$ cat src/rtl/tmcw_pkg.sv
`timescale 1ns / 1ps
`default_nettype none

package tmcw_pkg;

    // field widths
    localparam int CURSOR_W = 11;
    localparam int CELL_W   = 16;
    localparam int CODE_W   = 9;
    localparam int INDEX_W  = 11;
    localparam int ATTR_W   = 8;
    localparam int CHAR_W   = 8;

    // attribute after reset
    localparam logic [ATTR_W-1:0] ATTR_RESET = 8'h07;

    // character codes
    localparam logic [CODE_W-1:0] CODE_NEWLINE   = 9'h00a;
    localparam logic [CODE_W-1:0] CODE_BACKSPACE = 9'h100;
    localparam logic [CODE_W-1:0] CODE_LEFT      = 9'h101;
    localparam logic [CODE_W-1:0] CODE_RIGHT     = 9'h102;
    localparam logic [CODE_W-1:0] CODE_UP        = 9'h103;
    localparam logic [CODE_W-1:0] CODE_DOWN      = 9'h104;
    localparam logic [CHAR_W-1:0] BLANK_CHAR     = 8'h20;

    // function codes
    localparam logic FUNC_READ = 1'b1;

    // microprogram step addresses
    typedef enum logic [3:0] {
        STEP_CLEAR    = 4'd0,
        STEP_IDLE     = 4'd1,
        STEP_DISPATCH = 4'd2,
        STEP_MOVE     = 4'd3,
        STEP_CHECK    = 4'd4,
        STEP_SHIFT    = 4'd5,
        STEP_ZERO     = 4'd6,
        STEP_UNROLL   = 4'd7,
        STEP_BLANK    = 4'd8,
        STEP_READOUT  = 4'd9
    } step_t;

    // branch conditions: taken goes to target, otherwise next step
    typedef enum logic [2:0] {
        COND_NEXT           = 3'd0,
        COND_ALWAYS         = 3'd1,
        COND_NO_START       = 3'd2,
        COND_IS_READ        = 3'd3,
        COND_NO_SCROLL      = 3'd4,
        COND_PTR_NOT_LAST   = 3'd5,
        COND_PTR_NOT_SHIFTN = 3'd6
    } cond_t;

    typedef enum logic [2:0] {
        MEM_NONE     = 3'd0,
        MEM_WR_ZERO  = 3'd1,
        MEM_WR_CHAR  = 3'd2,
        MEM_WR_BLANK = 3'd3,
        MEM_WR_COPY  = 3'd4
    } mem_op_t;

    typedef enum logic [1:0] {
        RD_NONE      = 2'd0,
        RD_INDEX     = 2'd1,
        RD_ROW_AHEAD = 2'd2,
        RD_ROW_NEXT  = 2'd3
    } rd_op_t;

    typedef enum logic [1:0] {
        CUR_HOLD    = 2'd0,
        CUR_MOTION  = 2'd1,
        CUR_SUB_ROW = 2'd2
    } cur_op_t;

    typedef enum logic [1:0] {
        PTR_HOLD  = 2'd0,
        PTR_CLEAR = 2'd1,
        PTR_INC   = 2'd2
    } ptr_op_t;

    // one control word of the microprogram
    typedef struct packed {
        cond_t   cond;
        step_t   target;
        logic    busy;
        logic    latch;
        logic    done;
        mem_op_t mem_op;
        rd_op_t  rd_op;
        cur_op_t cur_op;
        ptr_op_t ptr_op;
    } ctrl_word_t;

    // datapath flags seen by the sequencer
    typedef struct packed {
        logic is_read;
        logic scroll;
        logic ptr_last;
        logic ptr_shift_last;
    } status_t;

    // control store
    function automatic ctrl_word_t ucode(input step_t s);
        ctrl_word_t w;
        w        = '0;
        w.cond   = COND_NEXT;
        w.target = STEP_IDLE;
        w.busy   = 1'b1;
        case (s)
            STEP_CLEAR:
            begin
                w.cond   = COND_PTR_NOT_LAST;
                w.target = STEP_CLEAR;
                w.mem_op = MEM_WR_ZERO;
                w.ptr_op = PTR_INC;
            end
            STEP_IDLE:
            begin
                w.cond   = COND_NO_START;
                w.target = STEP_IDLE;
                w.busy   = 1'b0;
                w.latch  = 1'b1;
            end
            STEP_DISPATCH:
            begin
                w.cond   = COND_IS_READ;
                w.target = STEP_READOUT;
                w.rd_op  = RD_INDEX;
            end
            STEP_MOVE:
            begin
                w.mem_op = MEM_WR_CHAR;
                w.cur_op = CUR_MOTION;
                w.ptr_op = PTR_CLEAR;
            end
            STEP_CHECK:
            begin
                w.cond   = COND_NO_SCROLL;
                w.target = STEP_BLANK;
                w.rd_op  = RD_ROW_AHEAD;
            end
            STEP_SHIFT:
            begin
                w.cond   = COND_PTR_NOT_SHIFTN;
                w.target = STEP_SHIFT;
                w.mem_op = MEM_WR_COPY;
                w.rd_op  = RD_ROW_NEXT;
                w.ptr_op = PTR_INC;
            end
            STEP_ZERO:
            begin
                w.cond   = COND_PTR_NOT_LAST;
                w.target = STEP_ZERO;
                w.mem_op = MEM_WR_ZERO;
                w.ptr_op = PTR_INC;
            end
            STEP_UNROLL:
            begin
                w.cur_op = CUR_SUB_ROW;
            end
            STEP_BLANK:
            begin
                w.cond   = COND_ALWAYS;
                w.target = STEP_IDLE;
                w.mem_op = MEM_WR_BLANK;
                w.done   = 1'b1;
            end
            STEP_READOUT:
            begin
                w.cond   = COND_ALWAYS;
                w.target = STEP_IDLE;
                w.done   = 1'b1;
            end
            default:
            begin
                w.cond   = COND_ALWAYS;
                w.target = STEP_IDLE;
            end
        endcase
        return w;
    endfunction

endpackage

`default_nettype wire

$ cat src/rtl/tmcw_useq.sv
`timescale 1ns / 1ps
`default_nettype none

module tmcw_useq (
    input  wire                      clk,
    input  wire                      rst_n,
    input  wire                      start,
    input  tmcw_pkg::status_t        status,
    output tmcw_pkg::ctrl_word_t     cw,
    output logic                     busy
);

    tmcw_pkg::step_t upc_reg;
    tmcw_pkg::step_t upc_next;
    logic            taken;

    // step counter, starts with the clearing pass
    always_ff @(posedge clk or negedge rst_n)
    begin
        if (!rst_n)
        begin
            upc_reg <= tmcw_pkg::STEP_CLEAR;
        end
        else
        begin
            upc_reg <= upc_next;
        end
    end

    // branch evaluation and next step
    always_comb
    begin
        case (cw.cond)
            tmcw_pkg::COND_NEXT:           taken = 1'b0;
            tmcw_pkg::COND_ALWAYS:         taken = 1'b1;
            tmcw_pkg::COND_NO_START:       taken = !start;
            tmcw_pkg::COND_IS_READ:        taken = status.is_read;
            tmcw_pkg::COND_NO_SCROLL:      taken = !status.scroll;
            tmcw_pkg::COND_PTR_NOT_LAST:   taken = !status.ptr_last;
            tmcw_pkg::COND_PTR_NOT_SHIFTN: taken = !status.ptr_shift_last;
            default:                       taken = 1'b1;
        endcase
        if (taken)
        begin
            upc_next = cw.target;
        end
        else
        begin
            upc_next = tmcw_pkg::step_t'(upc_reg + 4'd1);
        end
    end

    // control word lookup
    always_comb
    begin
        cw   = tmcw_pkg::ucode(upc_reg);
        busy = cw.busy;
    end

endmodule

`default_nettype wire

$ cat config.mk
export PLATFORM = sky130hd
export DESIGN_NAME = tmcw_useq
export DESIGN_NICKNAME = d
export VERILOG_FILES = /design/src/rtl/tmcw_pkg.sv /design/src/rtl/tmcw_useq.sv
export SDC_FILE = /design/constraint.sdc
export NUM_CORES = 1
export LEC_CHECK = 0
export CAP_MARGIN = 10
export CELL_PAD_IN_SITES_DETAIL_PLACEMENT = 1
export CELL_PAD_IN_SITES_GLOBAL_PLACEMENT = 2
export CORE_ASPECT_RATIO = 0.9
export CORE_MARGIN = 4
export CORE_UTILIZATION = 31
export CTS_CLUSTER_DIAMETER = 200
export DETAILED_ROUTE_END_ITERATION = 10
export DONT_BUFFER_PORTS = 1
export PLACE_DENSITY = 0.73
export SYNTH_ARGS = -nofsm -noshare
export SYNTH_HDL_FRONTEND = slang
export SYNTH_SLANG_ARGS = --single-unit
$ cat constraint.sdc
create_clock -name clk -period 2.9 [get_ports clk]
set_input_delay 0.58 -clock clk [delete_from_list [all_inputs] [get_ports clk]]
set_output_delay 0.58 -clock clk [all_outputs]
set_load 0.005 [all_outputs]
==> results of run 1 <==
per-layer routing:
metal	global-route usage, %	vias to the layer above	share of wire, %
met5	0	-	0
met4	2.55	0	0
met3	3.99	0	8.0
met2	17.8	17	45
met1	17.9	236	47
li1	-	237	-
through the flow:
| step | power, mW | instances | area [um^2] | setup WS, ns | hold WS (ns) |
|---|---|---|---|---|---|
| 2_1_floorplan | 0.625 | 74 | 571 | 0.662 | 0.284 |
| 3_3_place_gp | 0.666 | 91 | 552 | 0.529 | 0.285 |
| 3_5_place_dp | 0.677 | 91 | 552 | 0.471 | 0.285 |
| 4_1_cts | 0.751 | 94 | 574 | 0.358 | 0.0353 |
| 5_1_grt | 0.817 | 94 | 574 | 0.257 | 0.0157 |
| 6_report | 0.737 | 94 | 574 | 0.397 | 0.0403 |
path summary, 6_finish.rpt:
check / start / endpoint / slack [ns] / cells past startpoint
worst min-delay path: rst_n / upc_reg[3] / 0.04 / 0
max in group asynchronous: rst_n / upc_reg[1] / 2.79 / 0
min in group clk: upc_reg[0] / upc_reg[0] / 0.69 / 2
worst max register to register: upc_reg[0] / upc_reg[0] / 0.50 / 7
worst min register to register: upc_reg[0] / upc_reg[0] / 0.69 / 2
worst max-delay path: upc_reg[0] / cw[12] / 0.40 / 5
cells in the final DEF, fill, tap and decap left out, drive strengths merged:
| master | instances |
|---|---|
| nor2 | 11 |
| nand2 | 7 |
| inv | 5 |
| a21oi | 4 |
| nor3 | 4 |
| ha | 4 |
| dfrtp | 4 |
| and2 | 3 |
| mux2i | 3 |
| clkbuf | 3 |
| nor2b | 3 |
| mux2 | 3 |
| a211oi | 3 |
| or2 | 2 |
| nand2b | 2 |
| or3 | 2 |
| or4 | 1 |
| xor2 | 1 |
| a32oi | 1 |
| o21ai | 1 |
| o211ai | 1 |
| nand3 | 1 |
| xnor2 | 1 |
kinds of logic after synthesis:
| logic type | after synthesis | synth area share [%] |
|---|---|---|
| fa+ha+maj | 4 | 8.77 |
| xor+xnor | 2 | 3.07 |
| flops | 4 | 17.5 |
| mux | 6 | 11.8 |
| buf+inv | 12 | 11.8 |
| simple gates | 36 | 32.7 |
| compound gates | 10 | 14.3 |
worst max-delay path, stage by stage, from the launching register on:
cell and delay, ns:
dfrtp_1 0.40, inv_1 0.11, ha_1 0.39, mux2i_1 0.14, or3_1 0.38, or2_1 0.26
area by class of cell:
type / count / share of cell area (%)
Multi-Input combinational cell: 58 / 70.2
Sequential cell: 4 / 17.4
Tap cell: 24 / 5.23
Inverter: 5 / 3.27
Clock buffer: 3 / 3.92
power groups by stage:
| stage | combinational [mW] | sequential (mW) | clock, mW |
|---|---|---|---|
| after floorplan | 0.525 | 0.101 | 0 |
| after global placement | 0.540 | 0.126 | 0 |
| after detailed placement | 0.550 | 0.127 | 0 |
| after CTS | 0.552 | 0.127 | 0.0720 |
| after global routing | 0.605 | 0.132 | 0.0802 |
| final | 0.542 | 0.126 | 0.0700 |
==> results.toml, run 1 <==
[status]
status = "completed"

[logic_synthesis]
synth_edf_count = 0
yosysMostFrequentCell = "nor2_1"
synth_top_cell_by_area = "dfrtp_1"
syn-num-nets = 85
synth_common_cells = "nor2_1 (11), nand2_1 (7), inv_1 (5)"
ys_warn_count = 0
yosys_register_bits = 4
ys.flop_type = "dfrtp_1"
synth_seq_area_share_pct = 17.5
synth_area_per_cell_um2 = 7.71
yosys.area.top_type_share_pct = 17.5
synth.distinct_cells = 29
netlist_area_um2 = 571
yosys-top-cells-area = "dfrtp_1 (18%), ha_1 (8.8%), nor2_1 (7.2%)"
synthArstFlopShare_pct = 100
syn_inst = 74

[global_route]
overflow = 0
antenna_found_initial = 0
track_usage_pct = 12.4
grt_pass1_wl_um = 2460
grt_start_max_net_pins = 18
grt_pass1_vias = 525

[drt]
drtIter0Drc = 9
vias = 490
drt_first_pass_iters = 3
drc = 0
ant_nets = 0
post_drt_wl_per_cell_um = 16.1
vias_per_cell = 5.21
drt_wl_total_um = 1510

[power_and_ir_drop]
p_int_uw = 347
sw_frac_of_total_pct = 53.0
power_leakage_nw = 0.257
power.share.clock_pct = 9.5
seq_power_share_pct = 17.0
ir_worst_vdd_uv = 485
pwr-share-comb_pct = 73.5
p_sw_uw = 390
p_per_area_mw_per_mm2 = 1280

[finish]
largest_register_ffs = 4
nNetsFinal = 83
multi_input_area_um2 = 403
regArea_um2 = 100
area_growth_pct = 0.658
drive_gt1_share_pct = 11.4
antenna_cells = 0
nFillCells = 232
postLayoutCoreUtil_pct = 33.5

[floorplanning]
die-height_um = 48.7
io_pins = 27
start_util_pct = 33.2
dieArea_mm2 = 0.00259
die_x_um = 53.2
coreArea_mm2 = 0.00172
rows = 14

[timing]
max_slew_margin_pct = 61.7
setup_viol_count_final = 0
period_minus_slack_ns = 2.50
fin_skew_ns = 0.000723
rsz0062_at_grt = "no"
worstMarginPinSlew_ns = 0.574
finalMaxSlewViolations = 0
hold_viol = 0
fmax_mhz = 399
timing.final.crit_share_pct = 86.3
setup_tns_ns = 0

[setup_path]
crit_arrival_ns = 1.92
path_class = "reg -> out"
crit_path_start_kind = "flop"
endpoint_kind = "output port"
cp_max_fo = 10
worst_ep_required_time_ns = 2.32

[clock_tree]
cts_resized = 0
tritoncts = "done"
h-tree-depth = 1
path_clk_slew_ns = 0.04
ctsHoldBuffers = 0
cts_inserted_buffers = 3
cts.sinks = 4
clock-root-buffer = "clkbuf_4"
clock_latency_ns = 0.23
cts_buffer_depth = 2
cts_setup_buffers = 0

[place]
port_buffers = 0
dpl.hpwl_um = 1190
finalWeightedCongestion = 0.695

[flow_run]
max_cap_viol_count = 0

[worst_hold_path]
holdCritPathClass = "in -> async"
Note: power is estimated with default switching activity, not from simulation.
==> run 2, diff against run 1 <==
--- a/config.mk
+++ b/config.mk
@@ -10,11 +10,11 @@
 export CELL_PAD_IN_SITES_GLOBAL_PLACEMENT = 2
 export CORE_ASPECT_RATIO = 0.9
 export CORE_MARGIN = 4
-export CORE_UTILIZATION = 31
+export CORE_UTILIZATION = 28
 export CTS_CLUSTER_DIAMETER = 200
 export DETAILED_ROUTE_END_ITERATION = 10
 export DONT_BUFFER_PORTS = 1
-export PLACE_DENSITY = 0.73
+export PLACE_DENSITY = 0.7
 export SYNTH_ARGS = -nofsm -noshare
 export SYNTH_HDL_FRONTEND = slang
 export SYNTH_SLANG_ARGS = --single-unit
==> constraint.sdc (replaced) <==
create_clock -name clk -period 2.2 [get_ports clk]
set_input_delay 0.44 -clock clk [delete_from_list [all_inputs] [get_ports clk]]
set_output_delay 0.44 -clock clk [all_outputs]
set_load 0.005 [all_outputs]
==> results.toml, run 2 (synthesis results as in run 1) <==
[finish]
antenna_cells = 0
layout_commonest_cell = "nor2_1"
fin_area_um2 = 723
final_cell_mix = "nor2_1 (11), buf_4 (10), nand2_1 (7), dfrtp_1 (4)"
largest_register_ffs = 4
drive_gt1_share_pct = 36.6
regArea_um2 = 100
area_growth_pct = 26.8
nNetsFinal = 95
nFillCells = 236
stdcell_count = 107
multi_input_area_um2 = 454

[setup_path]
r2r_start = "upc_reg[0]"
crit_arrival_ns = 1.76
path_class = "reg -> out"
r2r_setup_slack_ns = 0.04
crit_path_start_kind = "flop"
endpoint_kind = "output port"
worst_ep_required_time_ns = 1.76
r2r_cells = 7
cp_max_fo = 7
r2r_end = "upc_reg[0]"

[timing]
hold_viol = 0
max_slew_margin_pct = 74.1
holdWs_ns = 0.480
worstMarginPinSlew_ns = 0.388
fin_skew_ns = 0.000416
timing.final.crit_share_pct = 100
finalMaxSlewViolations = 0
period_minus_slack_ns = 2.20
setup_viol_count_final = 0
fmax_mhz = 455
rsz0062_at_grt = "yes"

[drt]
drt_wl_total_um = 1710
drt_first_pass_iters = 4
ant_nets = 0
drc = 0
drt-met1-wl_um = 760
highest_layer = "met4"
dr_wl_met3_um = 107
routed-wl-met2_um = 822
vias_per_cell = 4.82
vias = 516
drtIter0Drc = 7
post_drt_wl_per_cell_um = 15.9

[clock_tree]
tritoncts = "done"
cts_inserted_buffers = 3
clock_latency_ns = 0.23
clock-root-buffer = "clkbuf_4"
path_clk_slew_ns = 0.03
cts.sinks = 4
h-tree-depth = 1
cts_buffer_depth = 2

[flow_run]
max_cap_viol_count = 0

[floorplanning]
die-height_um = 50.8
die_x_um = 55.6
dieArea_mm2 = 0.00282
rows = 15
coreArea_mm2 = 0.00193
start_util_pct = 29.5
io_pins = 27

[place]
placedCellCount = 101
placed_cell_area_um2 = 629
dpl.hpwl_um = 1340
finalWeightedCongestion = 0.836
port_buffers = 0

[global_route]
grt_start_max_net_pins = 15
grt_pass1_wl_um = 2680
grt_pass1_vias = 558
overflow = 0
track_usage_pct = 12.5
antenna_found_initial = 0

[power_and_ir_drop]
total_power_mw = 1.23
power_leakage_nw = 0.323
p_per_area_mw_per_mm2 = 1700
ir_worst_vdd_uv = 634

[worst_hold_path]
holdCritPathClass = "in -> async"

[status]
status = "completed"
[run 2: worst max path at each step]
stage / start / endpoint / cells past startpoint
final: upc_reg[1] / cw[12] / 5
after global routing: upc_reg[1] / cw[12] / 5
after CTS: upc_reg[0] / cw[12] / 6
after detailed placement: upc_reg[0] / upc_reg[2] / 7
after global placement: upc_reg[0] / upc_reg[0] / 6
after floorplan: upc_reg[0] / upc_reg[0] / 9
[run 2: where the power goes]
part	switching (mW)	leakage [nW]	internal [mW]
Combinational	0.525	0.259	0.474
Sequential	0.0364	0.0502	0.106
Clock	0.0256	0.0138	0.0607
Total	0.587	0.323	0.640
[run 2: critical path, cell delays in order, from the launching register on]
cell and delay [ns]:
dfrtp_1 0.42, inv_2 0.08, ha_2 0.21, buf_4 0.16, or3_4 0.41, or2_4 0.25
[run 2: through the flow]
step                TNS [ns]  setup WS (ns)  util [%]
global placement           0         0.0435      32.6
global route          -0.214        -0.0870      37.4
CTS                        0       0.000426      36.2
detailed placement         0         0.0122      32.6
finish                     0        0.00108      37.4
floorplan                  0         0.0167         -
[run 2: per-layer routing]
layer,vias up,global-route usage [%]
li1,261,-
met1,237,14.3
met2,16,21.9
met3,2,3.79
met4,0,4.86
met5,-,0
[run 2: what timing repair did]
| action | 4_1_cts | 5_1_grt |
|---|---|---|
| setup buffers | 2 | 0 |
| pin swaps | 1 | 0 |
| hold buffers | 1 | 0 |
| resized for setup | 5 | 7 |
| hold endpoints to repair | 4 | 0 |
| endpoints found under the setup margin | 2 | 5 |
[run 2: layout make-up]
type / instances / area share, %
multi-input combinational: 58 / 62.8
sequential: 4 / 13.8
timing repair buffer: 12 / 13.3
tap: 25 / 4.33
clock buffer: 3 / 3.11
inverter: 5 / 2.60
